[config.mk]
export PLATFORM = sky130hd
export DESIGN_NAME = crc32_msb_first_byte_engine
export DESIGN_NICKNAME = d
export VERILOG_FILES = /design/src/design/crc32e_pkg.sv /design/src/design/crc32_msb_first_byte_engine.sv /design/src/design/crc32e_basis.sv /design/src/design/crc32e_core.sv /design/src/design/crc32e_outq.sv
export SDC_FILE = /design/constraint.sdc
export NUM_CORES = 1
export LEC_CHECK = 0
export BUFFER_PORTS_ARGS = -buffer_cell sky130_fd_sc_hd__buf_2
export CAP_MARGIN = 30
export CORE_UTILIZATION = 35
export CTS_CLUSTER_SIZE = 25
export DETAILED_ROUTE_END_ITERATION = 8
export PLACE_DENSITY = 0.57
export RECOVER_POWER = 100
export SYNTH_ARGS = -nofsm -noshare
export SYNTH_HDL_FRONTEND = slang
export SYNTH_HIERARCHICAL = 1
export SYNTH_SLANG_ARGS = --single-unit
[constraint.sdc]
create_clock -name clk -period 7.45 [get_ports clk]
set_input_delay 0.745 -clock clk [delete_from_list [all_inputs] [get_ports clk]]
set_output_delay 0.745 -clock clk [all_outputs]
set_load 0.03 [all_outputs]
[src/design/crc32e_pkg.sv]
// Shared types, constants and lookup function for the MSB-first CRC-32 engine.
package crc32e_pkg;

    localparam int CRC_W        = 32;
    localparam int BYTE_W       = 8;
    localparam int ADDR_W       = 3;
    localparam int BUILD_ROUNDS = 255;
    localparam int CNT_W        = $clog2(BUILD_ROUNDS);

    localparam logic [CRC_W-1:0] POLY_RESET = 32'h04C1_1DB7;
    localparam logic [CRC_W-1:0] ALL_ONES   = 32'hFFFF_FFFF;
    localparam logic [CRC_W-1:0] SEED_LSB   = 32'h0100_0000;

    // Register index taken from paddr[2]
    localparam logic REG_POLYNOMIAL = 1'b0;

    // One basis word per index bit of the byte table
    typedef logic [BYTE_W-1:0][CRC_W-1:0] basis_t;

    // Table entry is linear in its index: xor the basis words that are selected
    function automatic logic [CRC_W-1:0] table_lookup(
        input logic [BYTE_W-1:0] idx,
        input basis_t            basis
    );
        logic [CRC_W-1:0] acc;
        acc = '0;
        for (int k = 0; k < BYTE_W; k++)
        begin
            if (idx[k])
            begin
                acc = acc ^ basis[k];
            end
        end
        return acc;
    endfunction

endpackage

[src/design/crc32_msb_first_byte_engine.sv]
// Top level of the byte-serial MSB-first CRC-32 engine with programmable polynomial.
//
// Input channel (in_valid/in_ready) carries one message word per transfer:
// data_byte, start_req (reload all ones before the byte) and last (close the
// message). Output channel (out_valid/out_ready) carries crc_value, the
// register xor all ones, one word per message.
// A new input word can be taken every cycle while in_ready is high. The
// checksum is registered into the output stage in the cycle after the last word.
// A two-entry output stage (register plus skid) lets input continue while a
// checksum waits; in_ready drops when both entries are full or during a basis rebuild.
// The polynomial register sits at APB address 0 (pready is always high).
// After reset, and after each polynomial write, the eight table basis words
// are rebuilt by 255 shift steps, one per cycle, with in_ready held low
// throughout. APB writes are taken at any time.
// Reset clears the CRC register to all ones, loads polynomial 0x04C11DB7 and
// empties the output stage.
module crc32_msb_first_byte_engine (
    input  logic                            clk,
    input  logic                            rst_n,
    input  logic                            psel,
    input  logic                            penable,
    input  logic                            pwrite,
    input  logic [crc32e_pkg::ADDR_W-1:0]   paddr,
    input  logic [crc32e_pkg::CRC_W-1:0]    pwdata,
    output logic [crc32e_pkg::CRC_W-1:0]    prdata,
    output logic                            pready,
    input  logic                            in_valid,
    output logic                            in_ready,
    input  logic [crc32e_pkg::BYTE_W-1:0]   data_byte,
    input  logic                            start_req,
    input  logic                            last,
    output logic                            out_valid,
    input  logic                            out_ready,
    output logic [crc32e_pkg::CRC_W-1:0]    crc_value
);
    import crc32e_pkg::*;

    basis_t           basis;
    logic             basis_busy;
    logic             accept;
    logic             res_push;
    logic [CRC_W-1:0] res_value;
    logic             outq_full;

    assign in_ready = !basis_busy && !outq_full;
    assign accept   = in_valid && in_ready;

    crc32e_basis u_basis (
        .clk     (clk),
        .rst_n   (rst_n),
        .psel    (psel),
        .penable (penable),
        .pwrite  (pwrite),
        .paddr   (paddr),
        .pwdata  (pwdata),
        .prdata  (prdata),
        .pready  (pready),
        .basis   (basis),
        .busy    (basis_busy)
    );

    crc32e_core u_core (
        .clk       (clk),
        .rst_n     (rst_n),
        .accept    (accept),
        .data_byte (data_byte),
        .start_req (start_req),
        .last      (last),
        .basis     (basis),
        .res_push  (res_push),
        .res_value (res_value)
    );

    crc32e_outq u_outq (
        .clk       (clk),
        .rst_n     (rst_n),
        .push      (res_push),
        .value     (res_value),
        .full      (outq_full),
        .out_valid (out_valid),
        .out_ready (out_ready),
        .crc_value (crc_value)
    );

endmodule

[src/design/crc32e_basis.sv]
// Polynomial register, APB access and the iterative builder of the table basis words.
module crc32e_basis (
    input  logic                                clk,
    input  logic                                rst_n,
    input  logic                                psel,
    input  logic                                penable,
    input  logic                                pwrite,
    input  logic [crc32e_pkg::ADDR_W-1:0]       paddr,
    input  logic [crc32e_pkg::CRC_W-1:0]        pwdata,
    output logic [crc32e_pkg::CRC_W-1:0]        prdata,
    output logic                                pready,
    output crc32e_pkg::basis_t                  basis,
    output logic                                busy
);
    import crc32e_pkg::*;

    typedef enum logic [2:0] {
        BLD_IDLE  = 3'b001,
        BLD_LOAD  = 3'b010,
        BLD_SHIFT = 3'b100
    } bld_state_t;

    bld_state_t       state_reg, state_next;
    logic [CNT_W-1:0] cnt_reg, cnt_next;
    logic [CRC_W-1:0] poly_reg, poly_next;
    basis_t           basis_reg, basis_next;
    logic             poly_write;

    assign pready     = 1'b1;
    assign poly_write = psel && penable && pwrite && (paddr[2] == REG_POLYNOMIAL);
    assign prdata     = (paddr[2] == REG_POLYNOMIAL) ? poly_reg : '0;
    assign basis      = basis_reg;
    assign busy       = (state_reg != BLD_IDLE);

    always_comb
    begin
        state_next = state_reg;
        cnt_next   = cnt_reg;
        poly_next  = poly_reg;
        basis_next = basis_reg;
        case (state_reg)
            BLD_LOAD:
            begin
                for (int k = 0; k < BYTE_W; k++)
                begin
                    basis_next[k] = SEED_LSB << k;
                end
                cnt_next   = '0;
                state_next = BLD_SHIFT;
            end
            BLD_SHIFT:
            begin
                // One shift step on all eight words per cycle
                for (int k = 0; k < BYTE_W; k++)
                begin
                    basis_next[k] = {basis_reg[k][CRC_W-2:0], 1'b0}
                                    ^ (basis_reg[k][CRC_W-1] ? poly_reg : '0);
                end
                cnt_next = cnt_reg + 1'b1;
                if (cnt_reg == CNT_W'(BUILD_ROUNDS - 1))
                begin
                    state_next = BLD_IDLE;
                end
            end
            BLD_IDLE:
            begin
                state_next = BLD_IDLE;
            end
            default:
            begin
                state_next = BLD_LOAD;
            end
        endcase
        // A new polynomial restarts the build
        if (poly_write)
        begin
            poly_next  = pwdata;
            state_next = BLD_LOAD;
        end
    end

    always_ff @(posedge clk or negedge rst_n)
    begin
        if (!rst_n)
        begin
            state_reg <= BLD_LOAD;
            cnt_reg   <= '0;
            poly_reg  <= POLY_RESET;
        end
        else
        begin
            state_reg <= state_next;
            cnt_reg   <= cnt_next;
            poly_reg  <= poly_next;
        end
    end

    always_ff @(posedge clk)
    begin
        basis_reg <= basis_next;
    end

endmodule

[src/design/crc32e_core.sv]
// CRC register and the byte update through the basis-word lookup.
module crc32e_core (
    input  logic                            clk,
    input  logic                            rst_n,
    input  logic                            accept,
    input  logic [crc32e_pkg::BYTE_W-1:0]   data_byte,
    input  logic                            start_req,
    input  logic                            last,
    input  crc32e_pkg::basis_t              basis,
    output logic                            res_push,
    output logic [crc32e_pkg::CRC_W-1:0]    res_value
);
    import crc32e_pkg::*;

    logic [CRC_W-1:0]  crc_reg, crc_next;
    logic [CRC_W-1:0]  crc_base;
    logic [BYTE_W-1:0] idx;
    logic [CRC_W-1:0]  crc_upd;

    assign crc_base = start_req ? ALL_ONES : crc_reg;
    assign idx      = crc_base[CRC_W-1 -: BYTE_W] ^ data_byte;
    assign crc_upd  = table_lookup(idx, basis) ^ {crc_base[CRC_W-BYTE_W-1:0], {BYTE_W{1'b0}}};
    assign crc_next = accept ? crc_upd : crc_reg;

    assign res_push  = accept && last;
    assign res_value = crc_upd ^ ALL_ONES;

    // Hold the register after the last word so a following segment can continue
    always_ff @(posedge clk or negedge rst_n)
    begin
        if (!rst_n)
        begin
            crc_reg <= ALL_ONES;
        end
        else
        begin
            crc_reg <= crc_next;
        end
    end

endmodule

[src/design/crc32e_outq.sv]
// Output register with a skid stage for finished checksums.
module crc32e_outq (
    input  logic                            clk,
    input  logic                            rst_n,
    input  logic                            push,
    input  logic [crc32e_pkg::CRC_W-1:0]    value,
    output logic                            full,
    output logic                            out_valid,
    input  logic                            out_ready,
    output logic [crc32e_pkg::CRC_W-1:0]    crc_value
);
    import crc32e_pkg::*;

    logic             out_valid_reg, out_valid_next;
    logic [CRC_W-1:0] out_value_reg, out_value_next;
    logic             skid_valid_reg, skid_valid_next;
    logic [CRC_W-1:0] skid_value_reg, skid_value_next;
    logic             out_fire;

    assign out_fire  = out_valid_reg && out_ready;
    assign out_valid = out_valid_reg;
    assign crc_value = out_value_reg;
    assign full      = skid_valid_reg;

    always_comb
    begin
        out_valid_next  = out_valid_reg;
        out_value_next  = out_value_reg;
        skid_valid_next = skid_valid_reg;
        skid_value_next = skid_value_reg;
        if (out_fire)
        begin
            out_valid_next = 1'b0;
        end
        // Advance the skid word into the output slot
        if (skid_valid_reg && out_fire)
        begin
            out_value_next  = skid_value_reg;
            out_valid_next  = 1'b1;
            skid_valid_next = 1'b0;
        end
        if (push)
        begin
            if (out_valid_next)
            begin
                skid_value_next = value;
                skid_valid_next = 1'b1;
            end
            else
            begin
                out_value_next = value;
                out_valid_next = 1'b1;
            end
        end
    end

    always_ff @(posedge clk or negedge rst_n)
    begin
        if (!rst_n)
        begin
            out_valid_reg  <= 1'b0;
            skid_valid_reg <= 1'b0;
        end
        else
        begin
            out_valid_reg  <= out_valid_next;
            skid_valid_reg <= skid_valid_next;
        end
    end

    always_ff @(posedge clk)
    begin
        out_value_reg  <= out_value_next;
        skid_value_reg <= skid_value_next;
    end

endmodule
==> flow_metrics.tcl, run 1 <==
set metrics [dict create \
    yosys.area_share.simple_pct 19.7 \
    min_path_type "in2reg" \
    die_width_um 259 \
    drive_gt1_share_pct 11.6 \
    muxShareOfSynthArea_pct 1.77 \
    cts_setup_buffers 0 \
    fin_setup_tns_ns 0 \
    ys_seq_area_share_pct 48.7 \
    grtUsageTotal_pct 19.8 \
    violations "capacitance limit, slew limit" \
    multiInputGateArea_um2 11000 \
    io_buffers 115 \
    cts_buffer_depth 3 \
    powerDensity_nw_per_um2 471 \
    outcome "finished with violations" \
    synthCells 2281 \
    cts.sinks 397 \
    antenna_found_initial 0 \
    seq_area_um2 11300 \
    netlist_area_um2 23100 \
    largest_register_ffs 256 \
    dp_hpwl_mm 40.5 \
    final_area_um2 25700 \
    hold_viol 0 \
    crit_path_start_kind "input pin" \
    setup_viol_count_final 0 \
    dr.first_iter.drc_count 1747 \
    cts.clk_slew.worst_paths_ns 0.07 \
    synth_ff_type "edfxtp_1" \
    vias_per_cell 5.38 \
    ant_nets 0 \
    start_util_pct 35.6 \
    io_pins 119 \
    finClkSkew_ns 0.0299 \
    drcViolationCount 0 \
    crit_buf_inv 3 \
    num_rows 93 \
    grt_max_degree 179 \
    finish.net_count 2335 \
    synth_xor_area_share_pct 18.6 \
    grt_pass1_wl_mm 102 \
    post-place-ws_ns 3.02 \
    cp.arrival_ns 5.87 \
    synth-compound-area-share_pct 7.13 \
    synth_cell_type_count 56 \
    min_period_ns 5.46 \
    peakVddDrop_uv 461 \
    clk_latency_ns 0.60 \
    numCtsBuffers 48 \
    fillers 6316 \
    placed_area_um2 24300 \
    area.growth.synth_to_final_pct 11.2 \
    overflow 0 \
    core_area_um2 64900 \
    yosys_warnings 6 \
    holdBufCountCts 0 \
    slowest_stage "clkbuf_1" \
    dieHeight_um 259 \
    tightest_slew_ns 2.84 \
    slowest_delay_ns 1.33 \
    die-area_um2 67200 \
    finalCritPeriodShare_pct 73.2 \
    leakage_nw 9.81 \
    diodes 0 \
    drtPass1Iterations 5 \
    grt_pass1_vias 16600 \
    synthAdderAreaFrac_pct 0.108 \
    max_freq_ghz 0.183 \
    cp.required_ns 7.86 \
    ctsResizeCount 0 \
    crit_type "in2reg" \
    wl_per_cell_um 21.1 \
    crit_family "buffers and inverters" \
    ys_seq_elements 397 \
    crit_chain "clkbuf_1 > clkbuf_1 > or3_1 > buf_4 > nand3_1 > xnor3_1 > xnor3_1 > xnor2_1 > a21oi_1" \
    synth_top_area_cell "edfxtp_1" \
    synth_top_area_share_pct 37.4 \
    cts_tree "built" \
    finalPower_mw 12.1 \
    slew_violations 355 \
    synth_area_leaders "edfxtp_1 (37%), xor2_1 (9.7%), dfstp_2 (5.3%)" \
    synth_edf_count 288 \
    async_reset_ff_share_pct 19.4 \
    synth_top_family_by_area "simple AND/OR/NAND/NOR gates" \
    max_slew_margin_pct -89.6 \
    postRouteWirelength_mm 67.1 \
    fin_ws_ns 1.99 \
    gp_congestion 0.825 \
    maxCapViolCount 8 \
    cp-end-kind "register" \
    cp_max_fo 38 \
    rsz0062_at_grt "false" \
    synth_nets 2335 \
    root_buffer "clkbuf_16" \
    cts_max_level 2 \
    vias 17100 \
    syn_avg_cell_area_um2 10.1 \
]
-- per-layer routing --
layer	up-vias	track usage [%]	share of wire (%)
met2	632	30.9	45
met5	-	0	0
li1	7818	-	-
met3	108	2.76	6.9
met1	8520	28.4	46
met4	0	6.44	2.8
-- cells by family (layout without fill, tap and decap cells) --
group                    Yosys count  count (layout)
AO/OA/AOI/OAI                    232             232
XOR/XNOR                         416             416
adder cells (fa/ha/maj)            2               2
buffers and inverters            206             244
flip-flops                       397             397
multiplexers                      37              37
other                              1               1
AND/OR/NAND/NOR                  990             990
-- report_power, final --
part | internal (mW) | switching [mW] | total (mW) | leakage [nW]
Combinational | 2.01 | 3.23 | 5.24 | 5.02
Clock | 1.39 | 0.980 | 2.37 | 0.777
Sequential | 3.72 | 0.778 | 4.50 | 4.01
-- layout by cell type, fill, tap and decap left out, drive strengths merged, types with 33 or more instances in the layout --
| master | n |
|---|---|
| nor2b | 33 |
| buf | 76 |
| clkbuf | 151 |
| nand2 | 297 |
| xor2 | 257 |
| a21oi | 41 |
| dfstp | 47 |
| xnor3 | 47 |
| nand3 | 259 |
| xnor2 | 111 |
| edfxtp | 288 |
| o21ai | 79 |
| nor2 | 306 |
-- worst register-to-register path, cell delays in order (launching register included) --
cell and delay, ns:
dfstp_1 0.39, nor3b_1 0.33, inv_1 0.26, nor3b_1 0.25
clkbuf_1 2.04, and2_1 0.50, nand2_1 0.11, nor2_2 0.62
buf_4 0.41
-- cells in the mapped netlist, types with 2 or more instances --
| cell | count |
|---|---|
| inv_1 | 4 |
| dfstp_2 | 47 |
| clkbuf_2 | 3 |
| o21ai_0 | 59 |
| o221ai_1 | 24 |
| xnor3_1 | 47 |
| nand2_1 | 297 |
| nand4_1 | 2 |
| o221a_1 | 13 |
| buf_6 | 9 |
| mux2_2 | 32 |
| buf_4 | 6 |
| a21oi_1 | 41 |
| nand2b_1 | 3 |
| nand3_1 | 244 |
| o21ai_1 | 17 |
| buf_2 | 35 |
| and3b_1 | 32 |
| xnor2_1 | 111 |
| ha_1 | 2 |
| nand3b_1 | 24 |
| nor3b_1 | 2 |
| dfxtp_1 | 32 |
| mux2i_1 | 5 |
| o221a_2 | 19 |
| or3_1 | 8 |
| buf_1 | 13 |
| edfxtp_1 | 288 |
| clkbuf_1 | 136 |
| o21a_1 | 25 |
| o21ai_4 | 2 |
| and3_1 | 16 |
| nor2_1 | 306 |
| xor2_1 | 257 |
| nand3_2 | 15 |
| o22a_1 | 24 |
| nor3_1 | 2 |
| nor2b_1 | 32 |
| dfrtp_1 | 30 |
-- path summary, 6_finish.rpt --
check                                                  from  cells past startpoint  slack (ns)                                  end
hold / removal                                    pwdata[6]                      2        0.37      u_basis/poly_reg[6]$_DFFE_PN0P_
setup / recovery                                  start_req                      9        1.99       u_core/crc_reg[26]$_DFFE_PN1P_
setup reg to reg           u_basis/state_reg[1]$_DFFE_PN1P_                      8        2.22  u_outq/skid_value_reg[22]$_DFFE_PP_
min in group asynchronous                             rst_n                      1        0.90     u_basis/poly_reg[31]$_DFFE_PN0P_
max in group asynchronous                             rst_n                      2        3.07                u_outq/full$_DFF_PN0_
hold reg to reg              u_basis/cnt_reg[7]$_DFFE_PN0P_                      1        0.48       u_basis/cnt_reg[7]$_DFFE_PN0P_
-- stage by stage --
step                hold WS (ns)  cells  util, %
floorplan                  0.445   2281        -
global placement           0.466   3080     37.3
finish                     0.373   3174     39.6
CTS                        0.151   3172     39.8
global route               0.366   3174     39.6
detailed placement         0.473   3084     37.4
-- final cells by class --
type	count	share of cell area [%]
flip-flops and latches	397	43.8
inverters	4	0.0583
multi-input cells	1678	42.6
well taps	855	4.16
repair buffers	152	3.26
clock buffers	75	5.74
clock inverters	13	0.384
No activity file was read; power rests on OpenSTA's default activity.
==> inputs of run 2 (changes only) <==
- ABC_AREA: unset -> 1
- PLACE_DENSITY: 0.57 -> 0.55
- clock period: 7.45 -> 5.7 ns (I/O delays scaled with it)
==> run 2 against run 1 <==
  * Synthesized cell count increased by 48%
  * Clock power increased by 30%
  * Sequential share of layout area is 2.3 points lower
  * Setup slack lost 0.49 ns
  * The flow still finishes with violations (capacitance limit, slew limit)
  * First-iteration DRC count grew 23%
  * Combinational power increased by 59%
  * Clock-buffer cell count unchanged
  * Sequential cell count unchanged
  * Sequential power grew 43%
  * Synthesized area rose by 7.1%
==> flow_metrics.tcl, run 2 <==
set metrics [dict create \
    place_inst 4253 \
    ys_seq_area_share_pct 45.5 \
    max_freq_ghz 0.238 \
    overflow 0 \
    area.growth.synth_to_final_pct 9.45 \
    peakVddDrop_uv 410 \
    setup_viol_count_final 0 \
    fin_ws_ns 1.50 \
    yosys_warnings 6 \
    dr_wl_met2_mm 33.6 \
    min_period_ns 4.20 \
    grt_pass1_wl_mm 114 \
    die-area_um2 71900 \
    synth_nets 3434 \
    cp-end-kind "register" \
    final_cell_mix "nand2_1 (1015), nand3_1 (431), nor2_1 (417)" \
    max_slew_margin_pct -108 \
    switching_share_pct 47.5 \
    ys_seq_elements 397 \
    sequentialPowerShare_pct 36.0 \
    io_buffers 115 \
    synth_ff_type "edfxtp_1" \
    gp_congestion 0.825 \
    p_clk_share_pct 17.3 \
    drcViolationCount 0 \
    cts.clk_slew.worst_paths_ns 0.06 \
    mostFrequentLayoutCell "nand2_1" \
    maxCapViolCount 11 \
    wl_per_cell_um 17.7 \
    cts.sinks 397 \
    drtPass1Iterations 5 \
    cts_max_level 2 \
    vias_per_cell 4.98 \
    post-place-ws_ns 1.54 \
    rsz0062_at_grt "false" \
    intPower_mw 9.36 \
    ant_nets 0 \
    num_rows 97 \
    async_reset_ff_share_pct 19.4 \
    die_width_um 268 \
    finalPower_mw 17.8 \
    tightest_slew_ns 3.11 \
    synth_area_leaders "edfxtp_1 (35%), nand2_1 (15%), nand3_1 (8.7%)" \
    cp.required_ns 5.93 \
    finalCritPeriodShare_pct 73.7 \
    violations "capacitance limit, slew limit" \
    wl_met3_mm 5.85 \
    min_path_type "in2reg" \
    pwr-share-comb_pct 46.7 \
    cp_max_fo 34 \
    crit_path_start_kind "register" \
    core_area_um2 70000 \
    diodes 0 \
    dr.first_iter.drc_count 2144 \
    grt_pass1_vias 18500 \
    crit_type "reg2reg" \
    slew_violations 492 \
    synth_top_area_share_pct 34.9 \
    largest_register_ffs 256 \
    clk_latency_ns 0.59 \
    finClkSkew_ns 0.0137 \
    vias 21600 \
    cts_setup_buffers 0 \
    root_buffer "clkbuf_16" \
    dieHeight_um 268 \
    antenna_found_initial 0 \
    synth_top_area_cell "edfxtp_1" \
    final_core_util_pct 38.8 \
    cp.arrival_ns 4.43 \
    synthCells 3380 \
    grtUsageTotal_pct 21.1 \
    highest_layer "met5" \
    outcome "finished with violations" \
    syn_avg_cell_area_um2 7.34 \
    dp_hpwl_mm 50.6 \
    numCtsBuffers 48 \
    fin_setup_tns_ns 0 \
    fin_cells 4342 \
    ys_top_cells_by_count "nand2_1 (1013), nand3_1 (431), nor2_1 (418), inv_1 (320), edfxtp_1 (288)" \
    drive_gt1_share_pct 7.35 \
    power_switching_mw 8.48 \
    grt_max_degree 108 \
    cts_tree "built" \
    synth_edf_count 288 \
    leakage_nw 11.7 \
    postRouteWirelength_mm 76.7 \
    io_pins 119 \
    hold_viol 0 \
    finish.net_count 3418 \
    synth_cell_type_count 39 \
    wl_met1_mm 35.8 \
    synth_most_common_cell "nand2_1" \
    powerDensity_nw_per_um2 657 \
    cts_buffer_depth 3 \
    netlist_area_um2 24800 \
    start_util_pct 35.4 \
]
## run 2: power groups by stage
stage	clock network (mW)	logic (mW)	registers, mW
6_report	3.08	8.33	6.43
3_3_place_gp	0	8.15	6.39
3_5_place_dp	0	8.27	6.40
5_1_grt	3.27	9.32	6.61
4_1_cts	3.16	8.30	6.36
2_1_floorplan	0	5.96	6.15
## run 2: final timing paths
path	startpoint	endpoint	slack, ns	cells past startpoint
worst max-delay path	u_basis/state_reg[2]$_DFFE_PN0P_	u_outq/skid_value_reg[4]$_DFFE_PP_	1.50	12
worst min-delay path	pwdata[15]	u_basis/poly_reg[15]$_DFFE_PN0P_	0.18	3
worst max register to register	u_basis/state_reg[2]$_DFFE_PN0P_	u_outq/skid_value_reg[4]$_DFFE_PP_	1.50	12
worst min register to register	u_core/crc_reg[8]$_DFFE_PN1P_	u_core/crc_reg[8]$_DFFE_PN1P_	0.47	2
max in group asynchronous	rst_n	u_outq/out_valid$_DFF_PN0_	2.25	3
min in group asynchronous	rst_n	u_basis/poly_reg[3]$_DFFE_PN0P_	1.08	2
## run 2: repair_timing
| item | in CTS | in global routing |
|---|---|---|
| endpoints found under the hold margin | 18 | 0 |
| resized for setup | 0 | 0 |
| hold buffers | 1 | 0 |
| setup endpoints to repair | 0 | 0 |
## run 2: cell type report
type | instances | area (µm²)
Fill cell | 7300 | 42900
Sequential cell | 397 | 11300
Multi-Input combinational cell | 2436 | 11100
Clock buffer | 75 | 1500
Inverter | 329 | 1230
Tap cell | 940 | 1180
Timing Repair Buffer | 152 | 739
Clock inverter | 13 | 71.3
## run 2: logic make-up (layout without fill, tap and decap cells)
kind of cell	count (synthesis)	in the layout	share of synthesized area, %
adders and majority gates	2	2	0.101
xor gates and xnor gates	127	127	4.58
other	1	1	0.0151
DFF	397	397	45.5
buffers and inverters	547	569	9.57
AOI/OAI and AO/OA	342	342	6.98
and+or+nand+nor	1964	1964	33.3
## run 2: critical path, stage by stage (launching register included)
cell and delay [ns]:
dfrtp_1 0.39, inv_1 0.08, nand3_1 0.16, inv_1 0.11, nand2_1 0.15, nor2_2 0.11
buf_4 0.50, nand2_1 0.11, inv_1 0.07, clkbuf_1 1.26, inv_1 0.19, nor2_2 0.27
buf_4 0.42
## run 2: stage by stage
| stage | instance area [µm²] | hold slack [ns] |
|---|---|---|
| after detailed placement | 25700 | 0.459 |
| final | 27100 | 0.184 |
| after CTS | 27300 | 0.149 |
| after floorplan | 24800 | 0.274 |
| after global placement | 25700 | 0.455 |
| after global routing | 27100 | 0.181 |
## run 2: layer usage
metal	GRT usage, %	vias to the layer above
li1	-	10800
met1	30.4	9989
met2	32.6	690
met3	3.78	81
met4	4.40	2
met5	1.28	-
==> inputs of run 3 (changes only) <==
- PLACE_DENSITY: 0.55 -> 0.57
- clock period: 5.7 -> 3.6 ns (I/O delays scaled with it)
==> run 3 against run 2 <==
  * The run still ends with capacitance limit, slew limit left
  * Critical path depth is the same
  * Non-clock buffer count grew 59
  * Sequential power grew 57%
  * Clock power grew 56%
==> flow_metrics.tcl, run 3 (same netlist as run 2, synthesis figures left out) <==
set metrics [dict create \
    outcome "finished with violations" \
    violations "capacitance limit, slew limit" \
    powerDensity_nw_per_um2 1020 \
    crit_start "u_core/crc_reg[24]$_DFFE_PN1P_" \
    cts_max_level 2 \
    largest_register_ffs 256 \
    min_path_type "in2async" \
    cts_setup_buffers 0 \
    cpMostUsedCell "nand2_1" \
    peakVddDrop_uv 477 \
    cts.sinks 397 \
    overflow 0 \
    rsz0062_at_grt "false" \
    drtPass1Iterations 5 \
    die-area_um2 71900 \
    cts_buffer_depth 3 \
    rr_endpoint "u_outq/skid_value_reg[0]$_DFFE_PP_" \
    root_buffer "clkbuf_16" \
    max_freq_ghz 0.329 \
    crit_type "reg2reg" \
    reg2reg_slack_ns 0.56 \
    endpoint "u_outq/skid_value_reg[0]$_DFFE_PP_" \
    crit_path_start_kind "register" \
    finClkSkew_ns 0.0330 \
    drive_gt1_share_pct 7.62 \
    ant_nets 0 \
    cts_tree "built" \
    core_area_um2 70000 \
    placed_area_um2 26000 \
    r2r_cells 12 \
    max_slew_margin_pct -47.3 \
    postRouteWirelength_mm 75.9 \
    hold_viol 0 \
    ctsResizeCount 0 \
    area.growth.synth_to_final_pct 11.6 \
    crit_family "buffers and inverters" \
    tightest_slew_ns 2.20 \
    power_switching_mw 13.5 \
    fin_setup_tns_ns 0 \
    io_pins 119 \
    crit_chain "o21ai_0 > clkbuf_1 > nand2_1 > clkbuf_1 > inv_1 > nand2_1 > xor2_1 > nand2_1 > nand2_1 > nand2_1 > nand2_1 > inv_1" \
    switching_share_pct 47.9 \
    maxCapViolCount 3 \
    cp.arrival_ns 3.36 \
    grt_max_degree 113 \
    vias_per_cell 4.96 \
    antenna_found_initial 1 \
    grtUsageTotal_pct 20.9 \
    io_buffers 115 \
    slowest_delay_ns 0.56 \
    final_cell_mix "nand2_1 (1014), nand3_1 (431), nor2_1 (420)" \
    start_util_pct 35.4 \
    drcViolationCount 0 \
    dp_hpwl_mm 51.2 \
    sequentialPowerShare_pct 36.0 \
    vias 21900 \
    finalCritPeriodShare_pct 84.5 \
    min_period_ns 3.04 \
    grt_pass1_wl_mm 115 \
    holdBufCountCts 33 \
    dieHeight_um 268 \
    mostFrequentLayoutCell "nand2_1" \
    leakage_nw 12.0 \
    clk_latency_ns 0.61 \
    r2r-start "u_core/crc_reg[24]$_DFFE_PN1P_" \
    cp_max_fo 7 \
    setup_viol_count_final 0 \
    cp.required_ns 3.92 \
    num_rows 97 \
    crit_buf_inv 4 \
    finalPower_mw 28.1 \
    intPower_mw 14.7 \
    dr.first_iter.drc_count 1872 \
    die_width_um 268 \
    final_area_um2 27700 \
    slew_violations 103 \
    critical_path_depth 12 \
    pwr-share-comb_pct 46.9 \
    finish.net_count 3477 \
    final_core_util_pct 39.5 \
    gp_congestion 0.831 \
    cts.clk_slew.worst_paths_ns 0.06 \
    slowest_stage "dfstp_1" \
    wl_per_cell_um 17.2 \
    numCtsBuffers 48 \
    cp-end-kind "register" \
    grt_pass1_vias 19200 \
    p_clk_share_pct 17.1 \
]
==> run 3: changes by cell type in the layout (fill, tap and decap cells not counted), sizes merged <==
cell,delta
clkbuf,-14
buf,+36
clkinv,+7
diode,+3
bufinv,+1
clkinvlp,-1
dlygate4sd3,+32
==> run 3: worst min path at each step <==
stage                                                  to  slack [ns]  cells past startpoint
after CTS                 u_basis/poly_reg[0]$_DFFE_PN1P_        0.25                      5
final                     u_basis/poly_reg[3]$_DFFE_PN0P_        0.26                      2
after detailed placement    u_core/crc_reg[9]$_DFFE_PN1P_        0.46                      2
after floorplan            u_basis/cnt_reg[0]$_DFFE_PN0P_        0.06                      0
after global routing      u_basis/poly_reg[3]$_DFFE_PN0P_        0.30                      2
after global placement     u_core/crc_reg[20]$_DFFE_PN1P_        0.46                      2
==> run 3: metrics by stage <==
stage | std cells | hold slack (ns) | worst slack [ns]
final | 4406 | 0.261 | 0.558
after global routing | 4404 | 0.299 | 0.419
after CTS | 4402 | 0.253 | 1.08
after detailed placement | 4279 | 0.458 | 0.639
after global placement | 4279 | 0.456 | 0.692
after floorplan | 3380 | 0.0644 | 0.238
==> run 3: power by group through the flow <==
stage	clock, mW	sequential (mW)	combinational (mW)
finish	4.80	10.1	13.2
global placement	0	10.1	13.0
floorplan	0	9.68	9.53
global route	5.07	10.4	14.8
detailed placement	0	10.1	13.3
CTS	4.91	10.1	13.3
==> run 3: cell type report <==
type                       count  area (µm²)
sequential                   397       11300
timing repair buffer         211        1300
clock buffer                  70        1400
multi-input combinational   2436       11200
tap                          940        1180
clock inverter                20         133
fill                        7268       42400
antenna                        3        7.51
inverter                     329        1230
==> run 3: per-layer routing <==
metal,global-route usage [%],share of wire [%]
met1,31.0,48
met2,31.8,43
met3,3.06,7.1
met4,5.14,2.3
met5,0,0
==> run 3: worst register-to-register path, delay by kind of cell, from the launching register on <==
| family | cells | cell delay, ns |
|---|---|---|
| buffers and inverters | 4 | 1.07 |
| and+or+nand+nor | 6 | 0.85 |
| DFF | 1 | 0.56 |
| xor gates and xnor gates | 1 | 0.18 |
| AOI/OAI and AO/OA | 1 | 0.10 |
